**config.mk**
```make
export PLATFORM = sky130hd
export DESIGN_NAME = afrb_rsp_fifo_flat
export DESIGN_NICKNAME = d
export VERILOG_FILES = /design/src/rtl/afrb_pkg.sv /design/src/rtl/afrb_if.sv /design/src/rtl/afrb_rsp_fifo.sv /design/src/flat_wrapper.sv
export SDC_FILE = /design/constraint.sdc
export NUM_CORES = 1
export LEC_CHECK = 0
export BUFFER_PORTS_ARGS = -buffer_cell sky130_fd_sc_hd__buf_2
export CAP_MARGIN = 20
export CORE_ASPECT_RATIO = 1.2
export CORE_MARGIN = 1.5
export CORE_UTILIZATION = 45
export CTS_CLUSTER_DIAMETER = 30
export CTS_CLUSTER_SIZE = 24
export DETAILED_ROUTE_END_ITERATION = 8
export PLACE_DENSITY = 0.65
export SLEW_MARGIN = 15
export SYNTH_ARGS = -nofsm -noshare
export SYNTH_HDL_FRONTEND = slang
export SYNTH_SLANG_ARGS = --single-unit
```
**constraint.sdc**
```tcl
create_clock -name clk -period 3.34 [get_ports clk]
set_clock_uncertainty 0.1 [all_clocks]
set_input_delay 0.167 -clock clk [delete_from_list [all_inputs] [get_ports clk]]
set_output_delay 0.167 -clock clk [all_outputs]
set_load 0.1 [all_outputs]
```
**src/rtl/afrb_pkg.sv**
```systemverilog
// Shared constants, types and helper functions for the audio frame ring buffer.
// Used by all modules of the block but afrb_ram, and by the channel interfaces.
package afrb_pkg;

  // Ring geometry
  localparam int DEPTH    = 4096;
  localparam int MAX_READ = 64;
  localparam int ADDR_W   = $clog2(DEPTH);

  // Field widths
  localparam int REQ_W  = 2;
  localparam int DATA_W = 64;
  localparam int NREQ_W = 7;
  localparam int BA_W   = 4;
  localparam int CNT_W  = 13;

  // Configuration port
  localparam int CFG_IDX_W  = 1;
  localparam int CFG_DATA_W = 13;

  localparam logic [CFG_IDX_W-1:0] CFG_BLOCK_ALIGN = 1'd0;
  localparam logic [CFG_IDX_W-1:0] CFG_CAPACITY    = 1'd1;

  localparam logic [BA_W-1:0]  BA_RESET  = 4'd4;
  localparam logic [CNT_W-1:0] CAP_RESET = 13'd4096;

  // Request codes
  localparam logic [REQ_W-1:0] REQ_WRITE       = 2'd0;
  localparam logic [REQ_W-1:0] REQ_READ_UNREAD = 2'd1;
  localparam logic [REQ_W-1:0] REQ_READ_LAST   = 2'd2;
  localparam logic [REQ_W-1:0] REQ_QUERY       = 2'd3;

  // Response queue
  localparam int FIFO_DEPTH = 4;
  localparam int FIFO_PTR_W = $clog2(FIFO_DEPTH);
  localparam int FIFO_LVL_W = $clog2(FIFO_DEPTH + 1);

  typedef struct packed {
    logic              we;
    logic              re;
    logic [ADDR_W-1:0] addr;
    logic [DATA_W-1:0] wdata;
  } mem_cmd_t;

  // Side information that travels alongside a memory read
  typedef struct packed {
    logic             valid;
    logic             status;
    logic             zero;
    logic             last;
    logic [CNT_W-1:0] unread;
  } tag_t;

  typedef struct packed {
    logic [DATA_W-1:0] out_frame;
    logic              has_data;
    logic              last;
    logic [CNT_W-1:0]  unread_frames;
  } rsp_t;

  function automatic logic [DATA_W-1:0] frame_mask(input logic [BA_W-1:0] ba);
    logic [BA_W-1:0] b;
    b = (ba == '0) ? BA_W'(1) : ba;
    if (b >= BA_W'(8)) return '1;
    return (DATA_W'(1) << (8 * int'(b))) - DATA_W'(1);
  endfunction

  function automatic logic [CNT_W-1:0] eff_cap(input logic [CNT_W-1:0] raw);
    if (raw == '0) return CNT_W'(1);
    if (int'(raw) > DEPTH) return CNT_W'(DEPTH);
    return raw;
  endfunction

  function automatic logic [ADDR_W-1:0] to_addr(input logic [CNT_W-1:0] v);
    return ADDR_W'(v);
  endfunction

endpackage

```
**src/rtl/afrb_if.sv**
```systemverilog


interface afrb_rsp_if;
  logic                               valid;
  logic                               ready;
  logic [afrb_pkg::DATA_W-1:0]        out_frame;
  logic                               has_data;
  logic                               last;
  logic [afrb_pkg::CNT_W-1:0]         unread_frames;

  modport source (output valid, out_frame, has_data, last, unread_frames, input ready);
  modport sink (input valid, out_frame, has_data, last, unread_frames, output ready);
endinterface

```
**src/rtl/afrb_rsp_fifo.sv**
```systemverilog
// Small response queue that decouples memory reads from the response channel.
// Depends on afrb_pkg and afrb_rsp_if.
module afrb_rsp_fifo (
  input  logic                             clk,
  input  logic                             rst,
  input  logic                             push,
  input  afrb_pkg::rsp_t                   push_data,
  output logic [afrb_pkg::FIFO_LVL_W-1:0]  level,
  afrb_rsp_if.source                       rsp
);

  afrb_pkg::rsp_t                     slots [afrb_pkg::FIFO_DEPTH];
  logic [afrb_pkg::FIFO_PTR_W-1:0]    head;
  logic [afrb_pkg::FIFO_PTR_W-1:0]    tail;
  logic                               pop;
  afrb_pkg::rsp_t                     head_data;

  function automatic logic [afrb_pkg::FIFO_PTR_W-1:0] ptr_inc(
      input logic [afrb_pkg::FIFO_PTR_W-1:0] p);
    if (p == afrb_pkg::FIFO_PTR_W'(afrb_pkg::FIFO_DEPTH - 1)) return '0;
    return p + afrb_pkg::FIFO_PTR_W'(1);
  endfunction

  assign pop       = rsp.valid && rsp.ready;
  assign head_data = slots[head];

  assign rsp.valid         = (level != '0);
  assign rsp.out_frame     = head_data.out_frame;
  assign rsp.has_data      = head_data.has_data;
  assign rsp.last          = head_data.last;
  assign rsp.unread_frames = head_data.unread_frames;

  always_ff @(posedge clk) begin
    if (push) begin
      slots[tail] <= push_data;
    end
  end

  always_ff @(posedge clk) begin
    if (rst) begin
      head  <= '0;
      tail  <= '0;
      level <= '0;
    end else begin
      if (push) begin
        tail <= ptr_inc(tail);
      end
      if (pop) begin
        head <= ptr_inc(head);
      end
      if (push && !pop) begin
        level <= level + afrb_pkg::FIFO_LVL_W'(1);
      end else if (pop && !push) begin
        level <= level - afrb_pkg::FIFO_LVL_W'(1);
      end
    end
  end

endmodule

```
**src/flat_wrapper.sv**
```systemverilog
// flat-port wrapper written by rule: the top's interface ports become plain ports
module afrb_rsp_fifo_flat 
  (clk, rst, push, push_data, level, rsp_valid, rsp_out_frame, rsp_has_data, rsp_last, rsp_unread_frames, rsp_ready);
  afrb_rsp_if rsp_i ();
  input  logic clk;
  input  logic rst;
  input  logic push;
  input  afrb_pkg::rsp_t push_data;
  output logic [afrb_pkg::FIFO_LVL_W-1:0] level;
  output wire logic [$bits(rsp_i.valid)-1:0] rsp_valid;
  output wire logic [$bits(rsp_i.out_frame)-1:0] rsp_out_frame;
  output wire logic [$bits(rsp_i.has_data)-1:0] rsp_has_data;
  output wire logic [$bits(rsp_i.last)-1:0] rsp_last;
  output wire logic [$bits(rsp_i.unread_frames)-1:0] rsp_unread_frames;
  input wire logic [$bits(rsp_i.ready)-1:0] rsp_ready;
  assign rsp_valid = rsp_i.valid;
  assign rsp_out_frame = rsp_i.out_frame;
  assign rsp_has_data = rsp_i.has_data;
  assign rsp_last = rsp_i.last;
  assign rsp_unread_frames = rsp_i.unread_frames;
  assign rsp_i.ready = rsp_ready;
  afrb_rsp_fifo u_core (.clk(clk), .rst(rst), .push(push), .push_data(push_data), .level(level), .rsp(rsp_i));
endmodule
```
* Word level (Yosys, flattened, before mapping)
Memories as Yosys holds them, arrays and structs flattened. A register that Yosys moved wholly into a read port is not among the register bits. Cells that the tools add are included.
Storage, ports and cells: flip-flop bits (word level) 7, RAM bits 316, output and inout bits 83, logic and storage cells 33, memories kept 1
Memory list:
- u_core.slots | depth 4, width 79, read ports 1, clocked after Yosys merged registers in 1, wr ports 1, RTL line afrb_rsp_fifo.sv:12 | afrb_pkg::rsp_t slots [afrb_pkg::FIFO_DEPTH];
Cells by class: add/subtract/negate cells 4, equality and inequality tests 2, muxes and demuxes 16, reduce and logical (&&, ||, !) cells 7
Operators with widths (count):
- $mux W2 | 6
- $mux W1 | 8
- $mux W3 | 2
- $add A2 B1 Y2 const B | 2
- $eq A2 B2 Y1 const B | 2
- $add A3 B1 Y3 const B | 1
- $logic_and A1 B1 Y1 | 3
- $reduce_bool A3 Y1 | 1
- $sub A3 B1 Y3 const B | 1
- $logic_not A1 Y1 | 2
- $reduce_bool A2 Y1 | 1

* Logic depth before layout (Yosys ltp)
depth after elaboration 7, gate-level depth with buffers 7, mapped depth without buffers 7

* Worst setup path before layout
No wires, ideal clock.
kind reg-to-reg, start reg u_core.tail[0] (netlist bit), end mem u_core.slots[3][0] (netlist bit) (enable), arrival time 2.389 ns, data required time 2.794 ns, slack 0.406 ns, cell stages (with the launch flop) 3, path buffers 0, clock period less this slack 2.934 ns, path through dfxtp_1 -> ha_1 -> and2_1
RTL lines:
- start, declared | RTL line afrb_rsp_fifo.sv:14 | logic [afrb_pkg::FIFO_PTR_W-1:0] tail;
- start signal, assigned | RTL line afrb_rsp_fifo.sv:46 | tail <= ptr_inc(tail);
- end, declared | RTL line afrb_rsp_fifo.sv:12
No word-level cell before the write port.

==> results.cfg <==
[route]
avgRoutedWirePerCell_um = 19.65
vias = 5721
drc_errors = 0
dr.pass1.iters = 4
viasPerCell = 5.117
routed_wl_mm = 21.97
antenna_left = 0
drt_iter0_markers = 303

[power_and_ir_drop]
p_comb_share_pct = 29.8
intPower_mw = 8.854
p_sw_mw = 5.179
leakagePower_nw = 5.406
p_seq_share_pct = 34.5
pwr-share-clk_pct = 35.8
p_total_mw = 14.03
switching_share_pct = 36.91
max-vdd-ir-drop_mv = 0.6150
power.density_nw_per_um2 = 899.2

[worst_setup_path]
r2r_end = u_core.level[2]
ff2ff_setup_slack_ns = 0.95
r2r_start = u_core.level[0]
worstSetupPathType = register to primary output
critPathLaunchType = register
crit_path_end_kind = primary output
worstPathRequired_ns = 3.07
cp.arrival_ns = 2.40
rr_worst_depth = 7
path_max_fanout = 41

[final_layout]
drive_above_1_share_pct = 43.07
syn_to_final_growth_pct = 32.02
nFillCells = 1824
final_common_cell = edfxtp_1
layout_common_cells = edfxtp_1 (316), buf_2 (165), dlygate4sd3_1 (83), mux4_2 (79), clkbuf_16 (51)
fin_nets = 836

[die]
row_count = 64
io_pins = 166
die_y_um = 180.6
floorplan.die_area_um2 = 27250
die_x_um = 151.0
core_um2 = 25620
start_util_pct = 46.13

[yosys]
syn-num-nets = 546
synth_cells = 456
synthesis.area_um2 = 11820
seq_area_frac_synth_pct = 81.80
avgSynthCellArea_um2 = 25.92
ys_warn_count = 0
yosys_register_bits = 325
yosysUniqueCellTypes = 21

[sta]
period_needed_ns = 2.666
fin_crit_sh_pct = 79.83
fmax_mhz = 375.0
hold_viol = 0
setup_viol = 0
worstMarginPinSlew_ns = 0.8120
relSlewSlack_pct = 45.87
fin_tns_setup_ns = 0
maxSlewViolCount = 0
rsz0062_at_grt = false

[worst_hold_path]
hp-start = push_data[42]
hold-path-endpoint = u_core.slots[0][42]
hp-class = input port to register
min_path_cells = 2

[grt]
grt_max_degree = 50
antenna_found_initial = 1
grt_usage_pct = 16.61
grt_pass1_wl_mm = 34.11
grt_pass1_vias = 6315
grt-ovfl-total = 0

[clock_tree]
clk_pin_slew_ns = 0.05
cts_max_level = 2
cts_sinks = 325
clk_latency_ns = 0.53
cts_inserted_buffers = 50
cts-root-buf = clkbuf_16
tritoncts = done
clk_path_buf_depth = 3

[place]
io_buffers = 165
routabilityCongestion = 0.7282
dpl.hpwl_mm = 12.53

[status]
outcome = finished, final reports clean

[flow_run]
cap_violations = 0
-- Yosys cell counts --
| cell | instances | area share, % |
|---|---|---|
| edfxtp_1 | 316 | 80 |
| mux4_2 | 79 | 15 |
| dfxtp_1 | 9 | 1.5 |
| buf_2 | 8 | 0.34 |
| clkbuf_1 | 6 | 0.19 |
| ha_1 | 6 | 0.64 |
| nor2_1 | 6 | 0.19 |
| and2_1 | 4 | 0.21 |
| mux2i_1 | 4 | 0.34 |
| inv_1 | 3 | 0.095 |
| or3_1 | 3 | 0.16 |
| a21oi_1 | 2 | 0.085 |
| xor2_1 | 2 | 0.15 |
| buf_12 | 1 | 0.17 |
| buf_4 | 1 | 0.064 |
| buf_6 | 1 | 0.095 |
| buf_8 | 1 | 0.13 |
| fa_1 | 1 | 0.17 |
| nand2_1 | 1 | 0.032 |
| o21ai_0 | 1 | 0.042 |
| o31ai_1 | 1 | 0.064 |
-- power groups by stage --
stage               registers, mW  clock network (mW)  logic (mW)
finish                       4.83                5.02        4.18
global route                 4.86                5.30        4.33
CTS                          4.84                5.11        4.23
detailed placement           4.92                   0        4.14
global placement             4.90                   0        4.11
floorplan                    4.92                   0        3.52
-- per-layer routing --
metal | up-vias | wire (µm) | track usage (%)
met5 | - | 0 | 0
met2 | 153 | 11470 | 28.46
met1 | 2963 | 8930 | 20.91
met3 | 34 | 1098 | 3.747
li1 | 2571 | - | -
met4 | 0 | 471 | 5.320
-- how the worst max path moves through the flow --
stage                     from                 end  slack (ns)  cells after the start
3_5_place_dp   u_core.level[0]     u_core.level[2]        0.95                      7
5_1_grt               register   rsp_out_frame[35]        0.57                      3
3_3_place_gp   u_core.level[0]     u_core.level[2]        1.10                      7
2_1_floorplan   u_core.tail[0]  u_core.slots[3][0]        0.41                      2
4_1_cts               register   rsp_out_frame[21]        0.64                      3
6_report              register   rsp_out_frame[13]        0.67                      3
-- through the flow --
stage	hold WS (ns)	std cells	util [%]	instance area, µm²	worst slack, ns
after floorplan	0.1361	456	-	11820	0.4059
after global placement	0.2757	941	51.11	13100	1.101
after detailed placement	0.2843	941	51.11	13100	0.9466
after CTS	0.2564	1117	60.89	15600	0.6364
after global routing	0.2689	1118	60.90	15610	0.5703
final	0.2809	1118	60.90	15610	0.6736
-- cell type report --
cell class              count  area (µm²)  area share [%]
diodes                      1       2.502         0.01603
clock buffers              55        1291           8.274
clock inverters            38       385.4           2.469
inverters                   3       11.26         0.07216
multi-input cells         110        2034           13.04
flip-flops and latches    325        9677           62.01
well taps                 330       412.9           2.646
repair buffers            256        1792           11.48
-- critical path, cell delays in order (launching register included) --
cell     delay, ns
dfxtp_4       0.76
buf_12        0.31
mux4_2        0.26
buf_2         0.45
-- logic make-up after synthesis --
| kind of cell | after synthesis | share of synthesized area, % |
|---|---|---|
| AOI/OAI and AO/OA | 4 | 0.1905 |
| buffers and inverters | 21 | 1.080 |
| xor gates and xnor gates | 2 | 0.1482 |
| DFF | 325 | 81.80 |
| adders and majority gates | 7 | 0.8044 |
| muxes | 83 | 15.39 |
| and+or+nand+nor | 14 | 0.5927 |
-- state kept, by name (all words and copies together), names as in the netlist, named ones only --
| register | flops |
|---|---|
| u_core.level | 3 |
| u_core.slots | 316 |
| u_core.head | 2 |
| u_core.tail | 2 |
-- what timing repair did --
item / 4_1_cts / 5_1_grt
setup buffers: 0 / 0
hold endpoints to repair: 325 / 0
resized for setup: 0 / 0
hold buffers: 83 / 0
setup endpoints to repair: 0 / 0
No activity file was read; power rests on OpenSTA's default activity.
