**src/rtl/afrb_pkg.sv**
```systemverilog
// Shared constants, types and helper functions for the audio frame ring buffer.
// Used by all modules of the block but afrb_ram, and by the channel interfaces.
package afrb_pkg;

  // Ring geometry
  localparam int DEPTH    = 4096;
  localparam int MAX_READ = 64;
  localparam int ADDR_W   = $clog2(DEPTH);

  // Field widths
  localparam int REQ_W  = 2;
  localparam int DATA_W = 64;
  localparam int NREQ_W = 7;
  localparam int BA_W   = 4;
  localparam int CNT_W  = 13;

  // Configuration port
  localparam int CFG_IDX_W  = 1;
  localparam int CFG_DATA_W = 13;

  localparam logic [CFG_IDX_W-1:0] CFG_BLOCK_ALIGN = 1'd0;
  localparam logic [CFG_IDX_W-1:0] CFG_CAPACITY    = 1'd1;

  localparam logic [BA_W-1:0]  BA_RESET  = 4'd4;
  localparam logic [CNT_W-1:0] CAP_RESET = 13'd4096;

  // Request codes
  localparam logic [REQ_W-1:0] REQ_WRITE       = 2'd0;
  localparam logic [REQ_W-1:0] REQ_READ_UNREAD = 2'd1;
  localparam logic [REQ_W-1:0] REQ_READ_LAST   = 2'd2;
  localparam logic [REQ_W-1:0] REQ_QUERY       = 2'd3;

  // Response queue
  localparam int FIFO_DEPTH = 4;
  localparam int FIFO_PTR_W = $clog2(FIFO_DEPTH);
  localparam int FIFO_LVL_W = $clog2(FIFO_DEPTH + 1);

  typedef struct packed {
    logic              we;
    logic              re;
    logic [ADDR_W-1:0] addr;
    logic [DATA_W-1:0] wdata;
  } mem_cmd_t;

  // Side information that travels alongside a memory read
  typedef struct packed {
    logic             valid;
    logic             status;
    logic             zero;
    logic             last;
    logic [CNT_W-1:0] unread;
  } tag_t;

  typedef struct packed {
    logic [DATA_W-1:0] out_frame;
    logic              has_data;
    logic              last;
    logic [CNT_W-1:0]  unread_frames;
  } rsp_t;

  function automatic logic [DATA_W-1:0] frame_mask(input logic [BA_W-1:0] ba);
    logic [BA_W-1:0] b;
    b = (ba == '0) ? BA_W'(1) : ba;
    if (b >= BA_W'(8)) return '1;
    return (DATA_W'(1) << (8 * int'(b))) - DATA_W'(1);
  endfunction

  function automatic logic [CNT_W-1:0] eff_cap(input logic [CNT_W-1:0] raw);
    if (raw == '0) return CNT_W'(1);
    if (int'(raw) > DEPTH) return CNT_W'(DEPTH);
    return raw;
  endfunction

  function automatic logic [ADDR_W-1:0] to_addr(input logic [CNT_W-1:0] v);
    return ADDR_W'(v);
  endfunction

endpackage

```
**src/rtl/afrb_if.sv**
```systemverilog
// Request and response channel interfaces of the audio frame ring buffer.
// Depends on afrb_pkg for field widths.
interface afrb_req_if;
  logic                               valid;
  logic                               ready;
  logic [afrb_pkg::REQ_W-1:0]         req_type;
  logic [afrb_pkg::DATA_W-1:0]        frame_data;
  logic                               zero_fill;
  logic [afrb_pkg::NREQ_W-1:0]        frame_count;

  modport source (output valid, req_type, frame_data, zero_fill, frame_count, input ready);
  modport sink (input valid, req_type, frame_data, zero_fill, frame_count, output ready);
endinterface


```
**src/rtl/afrb_ctrl.sv**
```systemverilog
// Request sequencer: ring pointers, unread and fill counts, configuration,
// and the frame memory command stream. Depends on afrb_pkg and afrb_req_if.
module afrb_ctrl (
  input  logic                                clk,
  input  logic                                rst,
  afrb_req_if.sink                            req,
  input  logic                                cfg_we,
  input  logic [afrb_pkg::CFG_IDX_W-1:0]      cfg_index,
  input  logic [afrb_pkg::CFG_DATA_W-1:0]     cfg_data,
  input  logic [afrb_pkg::FIFO_LVL_W-1:0]     fifo_level,
  output afrb_pkg::mem_cmd_t                  mem_cmd,
  output afrb_pkg::tag_t                      tag
);

  localparam logic S_IDLE = 1'b0;
  localparam logic S_READ = 1'b1;

  logic                               state;
  logic [afrb_pkg::CNT_W-1:0]         wp;
  logic [afrb_pkg::CNT_W-1:0]         unread;
  logic [afrb_pkg::CNT_W-1:0]         filled;
  logic [afrb_pkg::CNT_W-1:0]         cap;
  logic [afrb_pkg::DATA_W-1:0]        mask;
  logic [afrb_pkg::CNT_W-1:0]         rd_pos;
  logic [afrb_pkg::NREQ_W-1:0]        rd_left;

  logic                               credit;
  logic                               accept;
  logic                               issue;
  logic [afrb_pkg::NREQ_W-1:0]        n_clamp;
  logic [afrb_pkg::CNT_W-1:0]         n_ext;
  logic [afrb_pkg::CNT_W-1:0]         nn_unread;
  logic [afrb_pkg::CNT_W-1:0]         nn_last;
  logic [afrb_pkg::CNT_W-1:0]         start_unread;
  logic [afrb_pkg::CNT_W-1:0]         start_last;
  logic [afrb_pkg::CNT_W-1:0]         wp_inc;
  logic [afrb_pkg::CNT_W-1:0]         rd_pos_inc;
  logic [afrb_pkg::CNT_W-1:0]         unread_inc;
  logic [afrb_pkg::CNT_W-1:0]         filled_inc;

  // Room for one more result, counting the read already in flight
  assign credit = (fifo_level + afrb_pkg::FIFO_LVL_W'(tag.valid))
                  < afrb_pkg::FIFO_LVL_W'(afrb_pkg::FIFO_DEPTH);
  assign req.ready = (state == S_IDLE) && credit;
  assign accept    = req.valid && req.ready;
  assign issue     = (state == S_READ) && credit;

  always_comb begin
    n_clamp = (req.frame_count > afrb_pkg::NREQ_W'(afrb_pkg::MAX_READ))
              ? afrb_pkg::NREQ_W'(afrb_pkg::MAX_READ) : req.frame_count;
    n_ext     = afrb_pkg::CNT_W'(n_clamp);
    nn_unread = (n_ext > unread) ? unread : n_ext;
    nn_last   = (n_ext > cap) ? cap : n_ext;
    start_unread = (wp >= unread) ? (wp - unread) : (wp + cap - unread);
    start_last   = (wp >= nn_last) ? (wp - nn_last) : (wp + cap - nn_last);
    wp_inc     = (wp + afrb_pkg::CNT_W'(1) == cap) ? '0 : wp + afrb_pkg::CNT_W'(1);
    rd_pos_inc = (rd_pos + afrb_pkg::CNT_W'(1) == cap) ? '0
                 : rd_pos + afrb_pkg::CNT_W'(1);
    unread_inc = (unread < cap) ? unread + afrb_pkg::CNT_W'(1) : cap;
    filled_inc = (filled < cap) ? filled + afrb_pkg::CNT_W'(1) : cap;
  end

  always_comb begin
    mem_cmd.we    = accept && (req.req_type == afrb_pkg::REQ_WRITE);
    mem_cmd.re    = issue;
    mem_cmd.addr  = mem_cmd.we ? afrb_pkg::to_addr(wp) : afrb_pkg::to_addr(rd_pos);
    mem_cmd.wdata = req.zero_fill ? '0 : (req.frame_data & mask);
  end

  always_ff @(posedge clk) begin
    if (rst) begin
      state     <= S_IDLE;
      wp        <= '0;
      unread    <= '0;
      filled    <= '0;
      cap       <= afrb_pkg::eff_cap(afrb_pkg::CAP_RESET);
      mask      <= afrb_pkg::frame_mask(afrb_pkg::BA_RESET);
      tag.valid <= 1'b0;
    end else begin
      if (cfg_we) begin
        tag.valid <= 1'b0;
        case (cfg_index)
          afrb_pkg::CFG_BLOCK_ALIGN: mask <= afrb_pkg::frame_mask(cfg_data[afrb_pkg::BA_W-1:0]);
          afrb_pkg::CFG_CAPACITY:    cap  <= afrb_pkg::eff_cap(afrb_pkg::CNT_W'(cfg_data));
          default: ;
        endcase
        wp     <= '0;
        unread <= '0;
        filled <= '0;
      end else if (accept) begin
        // Write, query and empty reads return one status transfer
        tag.status <= 1'b1;
        tag.zero   <= 1'b1;
        tag.last   <= 1'b1;
        case (req.req_type)
          afrb_pkg::REQ_WRITE: begin
            tag.valid  <= 1'b1;
            tag.unread <= unread_inc;
            wp         <= wp_inc;
            unread     <= unread_inc;
            filled     <= filled_inc;
          end
          afrb_pkg::REQ_READ_UNREAD: begin
            tag.valid  <= (nn_unread == '0);
            tag.unread <= unread;
            if (nn_unread != '0) begin
              state     <= S_READ;
              rd_pos    <= start_unread;
              rd_left   <= afrb_pkg::NREQ_W'(nn_unread);
              unread    <= unread - nn_unread;
            end
          end
          afrb_pkg::REQ_READ_LAST: begin
            tag.valid  <= (nn_last == '0);
            tag.unread <= unread;
            if (nn_last != '0) begin
              state     <= S_READ;
              rd_pos    <= start_last;
              rd_left   <= afrb_pkg::NREQ_W'(nn_last);
            end
          end
          default: begin
            tag.valid  <= 1'b1;
            tag.unread <= unread;
          end
        endcase
      end else if (issue) begin
        // Entries past the fill count were never written since the last clear
        tag.valid  <= 1'b1;
        tag.status <= 1'b0;
        tag.zero   <= (rd_pos >= filled);
        tag.last   <= (rd_left == afrb_pkg::NREQ_W'(1));
        tag.unread <= unread;
        rd_pos     <= rd_pos_inc;
        rd_left    <= rd_left - afrb_pkg::NREQ_W'(1);
        if (rd_left == afrb_pkg::NREQ_W'(1)) begin
          state <= S_IDLE;
        end
      end else begin
        tag.valid <= 1'b0;
      end
    end
  end

endmodule

```
**src/flat_wrapper.sv**
```systemverilog
// flat-port wrapper written by rule: the top's interface ports become plain ports
module afrb_ctrl_flat 
  (clk, rst, cfg_we, cfg_index, cfg_data, fifo_level, mem_cmd, tag, req_valid, req_req_type, req_frame_data, req_zero_fill, req_frame_count, req_ready);
  afrb_req_if req_i ();
  input  logic clk;
  input  logic rst;
  input  logic cfg_we;
  input  logic [afrb_pkg::CFG_IDX_W-1:0] cfg_index;
  input  logic [afrb_pkg::CFG_DATA_W-1:0] cfg_data;
  input  logic [afrb_pkg::FIFO_LVL_W-1:0] fifo_level;
  output afrb_pkg::mem_cmd_t mem_cmd;
  output afrb_pkg::tag_t tag;
  input wire logic [$bits(req_i.valid)-1:0] req_valid;
  input wire logic [$bits(req_i.req_type)-1:0] req_req_type;
  input wire logic [$bits(req_i.frame_data)-1:0] req_frame_data;
  input wire logic [$bits(req_i.zero_fill)-1:0] req_zero_fill;
  input wire logic [$bits(req_i.frame_count)-1:0] req_frame_count;
  output wire logic [$bits(req_i.ready)-1:0] req_ready;
  assign req_i.valid = req_valid;
  assign req_i.req_type = req_req_type;
  assign req_i.frame_data = req_frame_data;
  assign req_i.zero_fill = req_zero_fill;
  assign req_i.frame_count = req_frame_count;
  assign req_ready = req_i.ready;
  afrb_ctrl u_core (.clk(clk), .rst(rst), .req(req_i), .cfg_we(cfg_we), .cfg_index(cfg_index), .cfg_data(cfg_data), .fifo_level(fifo_level), .mem_cmd(mem_cmd), .tag(tag));
endmodule
```
**config.mk**
```make
export PLATFORM = sky130hd
export DESIGN_NAME = afrb_ctrl_flat
export DESIGN_NICKNAME = d
export VERILOG_FILES = /design/src/rtl/afrb_pkg.sv /design/src/rtl/afrb_if.sv /design/src/rtl/afrb_ctrl.sv /design/src/flat_wrapper.sv
export SDC_FILE = /design/constraint.sdc
export NUM_CORES = 1
export LEC_CHECK = 0
export ABC_AREA = 1
export CAP_MARGIN = 30
export CORE_AREA = 2 2 195 197
export CTS_CLUSTER_DIAMETER = 40
export CTS_CLUSTER_SIZE = 16
export DETAILED_ROUTE_END_ITERATION = 10
export DIE_AREA = 0 0 197 199
export DONT_BUFFER_PORTS = 1
export SLEW_MARGIN = 40
export SYNTH_ARGS = -nofsm -noshare
export SYNTH_HDL_FRONTEND = slang
export SYNTH_SLANG_ARGS = --single-unit
```
**constraint.sdc**
```tcl
create_clock -name clk -period 8.65 [get_ports clk]
set_input_delay 0.865 -clock clk [delete_from_list [all_inputs] [get_ports clk]]
set_output_delay 0.865 -clock clk [all_outputs]
set_load 0.01 [all_outputs]
```
Word level (Yosys, flattened, before mapping)
Cells that the tools add are included.

operators by class
  $lt $le $gt $ge = 11
  reduce and logical (&&, ||, !) cells = 22
  eq/ne operators = 9
  mux-type cells = 54
  add/subtract/negate cells = 13
  shifts and indexed selects = 1
  bitwise operators = 5

operator list
  cell                                                   number
  two-way mux 13 bit                                     18
  two-way mux 64 bit                                     3
  subtractor 13 bit                                      5
  AND 64 bit                                             1
  left shift 1 x 7 -> 64 bit, first input constant       1
  subtractor 64 x 2 -> 64 bit, second input constant     1
  adder 13 x 1 -> 13 bit, second input constant          4
  case mux 13 bit (2 select lines)                       2
  >= comparator 13 bit                                   3
  logical NOT 13 bit                                     3
  two-way mux 7 bit                                      5
  == test 13 bit                                         2
  greater-than comparator 7 x 13 -> 1 bit                2
  < comparator 13 bit                                    2
  nonzero test 13 bit                                    2
  two-way mux 1 bit                                      19
  two-way mux 17 bit                                     1
  two-way mux 16 bit                                     1
  case mux 7 bit (2 select lines)                        1
  adder 13 bit                                           1
  greater-than comparator 13 bit, second input constant  1
  two-way mux 12 bit                                     1
  AND reduction 6 bit                                    2
  inequality test 3 bit, second input constant           3
  other kinds (19)                                       31

word-level totals
  bits in registers = 154
  output and inout bits = 96
  logic and storage cells = 128
  input port bits = 95

Longest topological paths before layout
  word-level depth = 11
  depth in mapped cells = 38
  mapped depth without buffers = 36

Worst setup path before layout
OpenSTA, ideal clock, no wires.

  path kind = input -> register
  start point = input req_frame_count[2]
  end point = register u_core.rd_pos[9] (netlist name) (data pin)
  path slack = 4069 ps
  buffers on the path = 2
  arrival time = 4328 ps
  stages = 38
  setup time = 253 ps
  data required time = 8397 ps
  path through = nor4_1 nand3_1 nand2_1 inv_1 nor2_1 ha_1 nand2_1 nor2_1 nand2_1 nand3_1 nand2_1 nand2_2 nand2_2 buf_6 nand2_1 o21ai_0 inv_1 ha_1 [2 not listed] a21oi_1 o21ai_0 nand2_1 nand2_1 nand2_1 nand2_2 nand2_2 nand2_2 nand3b_1 nand2_2 buf_6 inv_6 nor2_2 nor2_1 nand2_1 nand2_1 nand2_1 nand2_1

between the ends
  longest elaborated chain between the ends = 9
  elaborated cells on any way between the ends = 11
  those cells by class = 2 x add/sub; 3 x order compare; 6 x mux

RTL lines
  item                                                       line                RTL
  start: declaration                                         flat_wrapper.sv:17  input wire logic [$bits(req_i.frame_count)-1:0] req_frame_count;
  greater-than comparator 7 bit                              afrb_ctrl.sv:49     n_clamp = (req.frame_count > afrb_pkg::NREQ_W'(afrb_pkg::MAX_READ))
  two-way mux 7 bit (*)                                      afrb_ctrl.sv:50     ? afrb_pkg::NREQ_W'(afrb_pkg::MAX_READ) : req.frame_count;
  greater-than comparator 7 x 13 -> 1 bit                    afrb_ctrl.sv:53     nn_last = (n_ext > cap) ? cap : n_ext;
  two-way mux 13 bit (*)                                     afrb_ctrl.sv:53
  subtractor 13 bit or >= comparator 13 bit (tied branches)  afrb_ctrl.sv:55     start_last = (wp >= nn_last) ? (wp - nn_last) : (wp + cap - nn_last);
  two-way mux 13 bit (*)                                     afrb_ctrl.sv:55
  two-way mux 13 bit (*)                                     afrb_ctrl.sv:116    if (nn_last != '0) begin
  case mux 13 bit (2 select lines) (*)                       afrb_ctrl.sv:95     case (req.req_type)
  two-way mux 13 bit (*)                                     afrb_ctrl.sv:90     end else if (accept) begin
  end signal: assignment                                     afrb_ctrl.sv:108    rd_pos <= start_unread;
  end signal: assignment                                     afrb_ctrl.sv:118    rd_pos <= start_last;
  end signal: assignment                                     afrb_ctrl.sv:134    rd_pos <= rd_pos_inc;
  end: declaration                                           afrb_ctrl.sv:24     logic [afrb_pkg::CNT_W-1:0] rd_pos;

Every way passes the cells marked *; elsewhere a longest branch is shown, timed or not. The select of a mux whose other input is x is not followed.
A chain may end at the register's enable or synchronous reset.

Worst setup path in the final report
Same ends and word-level chain as after synthesis.

==> out/metrics.csv <==
stage,metric,value,unit
floorplan,pin_count,191,
synthesis,synth_top_area_frac,0.143,
final_layout,drive_gt1_frac,0.0442,
worst_setup_path,cpMostUsedCell,nand2_1,
power,combPwrFrac,0.311,
grt,grt_max_degree,65,
floorplan,fp.dieH,199,um
worst_hold_path,hp-class,reg2reg,
clocking,cts_buffers,9,
grt,antenna_found_initial,0,
clocking,path_clk_slew,0.08,ns
sta,maxSlewViolCount,0,
route,vias_per_cell,5.26,
placed_design,gp_congestion,0.932,
floorplan,start_util,0.305,
synthesis,synthArstFlopShare,0,
sta,setup_violations,0,
sta,rsz0062_at_grt,false,
clocking,cts_sinks,103,
synthesis,yosysWarnings,0,
floorplan,row_count,71,
power,p_clk_frac,0.300,
floorplan,core,0.0371,mm^2
power,seq_power_share,0.388,
worst_setup_path,cpPeakStageDelay,0.38,ns
final_layout,syn_to_final_growth,6.50,%
clocking,cts_resized,0,
final_layout,layout_commonest_cell,nand2_1,
worst_setup_path,crit_slowest_cell,nand2_2,
synthesis,syn-instance-count,1718,
flow_run,max_cap_violations,0,
floorplan,dieWidth,197,um
power,power.net_switching,502,uW
clocking,clockRootBuffer,clkbuf_16,
worst_setup_path,worstPathArrival,5.21,ns
final_layout,diodes,0,
worst_setup_path,cp-end-kind,register,
clocking,post_cts_buffers,0,
sta,fin_crit,5.08,ns
sta,setup-tns-final,0,ns
clocking,cts_hold_buf,0,
route,ant_nets,0,
synthesis,synth_top_area_cell,ha_1,
sta,hold_violations,0,
final_layout,final_cell_mix,"nand2_1 (396), nor2_1 (186), inv_1 (171)",
final_layout,nNetsFinal,1924,
power,p_sw_frac,0.366,
power,p_int,869,uW
outcome,status,completed,
power,peakVddDrop,0.0997,mV
clocking,insertion_delay,0.37,ns
power,pwr_density_cell,114,mW/mm^2
sta,hold_ws,0.463,ns
synthesis,synth-seq-area-share,0.214,
synthesis,synth_ff_type,dfxtp_1,
sta,timing.fmax,197,MHz
route,wl,39900,um
route,drc,0,
worst_setup_path,path_max_fanout,20,
synthesis,synth_edf_count,36,
placed_design,dp_hpwl,31800,um
route,via_count,11400,
sta,maxSlewHeadroom,0.406,
clocking,tritoncts,built,
route,dr.first_iter.drc_count,1106,
worst_setup_path,start_kind,input port,
synthesis,syn_area_per_cell,6.60,um^2
synthesis,netlist_area,0.0113,mm^2
floorplan,dieArea,0.0392,mm^2
worst_setup_path,crit_type,in2reg,
final_layout,fill_cells,4029,
worst_setup_path,required,8.78,ns
sta,fin_crit_sh,0.587,
placed_design,portBuffers,0,
route,wl_per_cell,18.4,um
synthesis,ys_types,62,
grt,overflow,0,
synthesis,synth-seq-cells,103,
grt,grtUsageTotal,0.197,
grt,grt_pass1_vias,10200,
sta,fin_skew,0.0107,ns
synthesis,synth.area.top_cells,"ha_1 (14%), nand2_1 (13%), dfxtp_1 (12%), edfxtp_1 (9.5%), a21oi_1 (6.7%)",
power,power_leakage,5.60,nW
clocking,htree_levels,3,
route,first_pass_iters,7,
grt,grt_pass1_wl,59100,um
sta,worstMarginPinSlew,0.882,ns
clocking,cts_buffer_depth,2,
flip-flops by register name, indices dropped and copies added (netlist names):
register,flops
u_core.rd_left,7
u_core.mask,13
u_core.unread,13
u_core.wp,13
u_core.tag,17
u_core.filled,13
u_core.rd_pos,13
u_core.state,1
u_core.cap,13
cell usage after synthesis (4+ instances only):
cell type / n
edfxtp_1: 36
a211oi_2: 4
nor4_1: 7
or2_2: 6
nand2_1: 397
o21a_1: 4
clkinv_1: 9
nor2_1: 187
a31oi_1: 4
buf_2: 6
xnor2_1: 20
nand3b_1: 7
buf_6: 5
a21oi_1: 151
dfxtp_1: 67
nand3_1: 87
nor3_1: 32
fa_1: 6
clkbuf_1: 40
a211oi_1: 20
inv_1: 171
xor2_1: 82
o21ai_0: 123
a21o_1: 6
o211ai_1: 15
o21ai_1: 6
ha_1: 130
nand2_2: 10
o22ai_1: 7
nand4_1: 19
inv_2: 9
critical path: cells and delay by family:
family	cells	cell delay [ns]
adder cells (fa/ha/maj)	2	0.66
AND/OR/NAND/NOR	28	2.86
buffers and inverters	3	0.27
AO/OA/AOI/OAI	3	0.54
power by group through the flow:
stage               Sequential (mW)  Clock, mW  Combinational (mW)
floorplan                     0.534          0               0.324
global placement              0.543          0               0.416
detailed placement            0.544          0               0.419
CTS                           0.532      0.420               0.421
global route                  0.534      0.437               0.479
finish                        0.533      0.412               0.427
cell families (layout without fill, tap and decap cells):
family                     Yosys count  after routing  share of synthesized area
AOI/OAI and AO/OA                  359            359                      0.178
xor gates and xnor gates           102            102                     0.0788
adders and majority gates          136            136                      0.154
buffers and inverters              248            216                     0.0876
DFF                                103            103                      0.214
other                                1             13                   0.000331
and+or+nand+nor                    769            769                      0.287
through the flow:
stage / instances / instance area (um^2) / setup slack, ns / total power [mW] / utilization
after global routing: 2172 / 12100 / 2.97 / 1.45 / 0.325
after CTS: 2172 / 12100 / 3.63 / 1.37 / 0.325
after global placement: 2156 / 11800 / 3.30 / 0.959 / 0.317
after floorplan: 1730 / 11400 / 4.07 / 0.858 / -
after detailed placement: 2156 / 11800 / 3.25 / 0.963 / 0.318
final: 2172 / 12100 / 3.57 / 1.37 / 0.325
path summary, 6_finish.rpt:
path                                start                      endpoint  slack, ns  cells past startpoint
max                    req_frame_count[2]    u_core.rd_pos[9]$_DFFE_PP_       3.57                     36
min          u_core.mask[32]$_SDFFE_PP0P_  u_core.mask[32]$_SDFFE_PP0P_       0.46                      2
max reg2reg    u_core.cap[1]$_SDFFE_PP0P_    u_core.rd_pos[9]$_DFFE_PP_       3.81                     31
min reg2reg  u_core.mask[32]$_SDFFE_PP0P_  u_core.mask[32]$_SDFFE_PP0P_       0.46                      2
cell type report:
class                           instances  area, um^2  area share
Sequential cell                       103        2420       0.201
Timing Repair Buffer                    9        67.6     0.00560
Clock buffer                           11         254      0.0210
Multi-Input combinational cell       1379        7990       0.661
Inverter                              191         724      0.0600
Clock inverter                          5        28.8     0.00238
Tap cell                              474         593      0.0491
metal layers:
metal	global-route usage	wire length [um]
met5	0	0
met4	0.0922	1710
met3	0.0273	2550
met2	0.313	18000
met1	0.264	17600
Power figures use the tool's default switching activity.
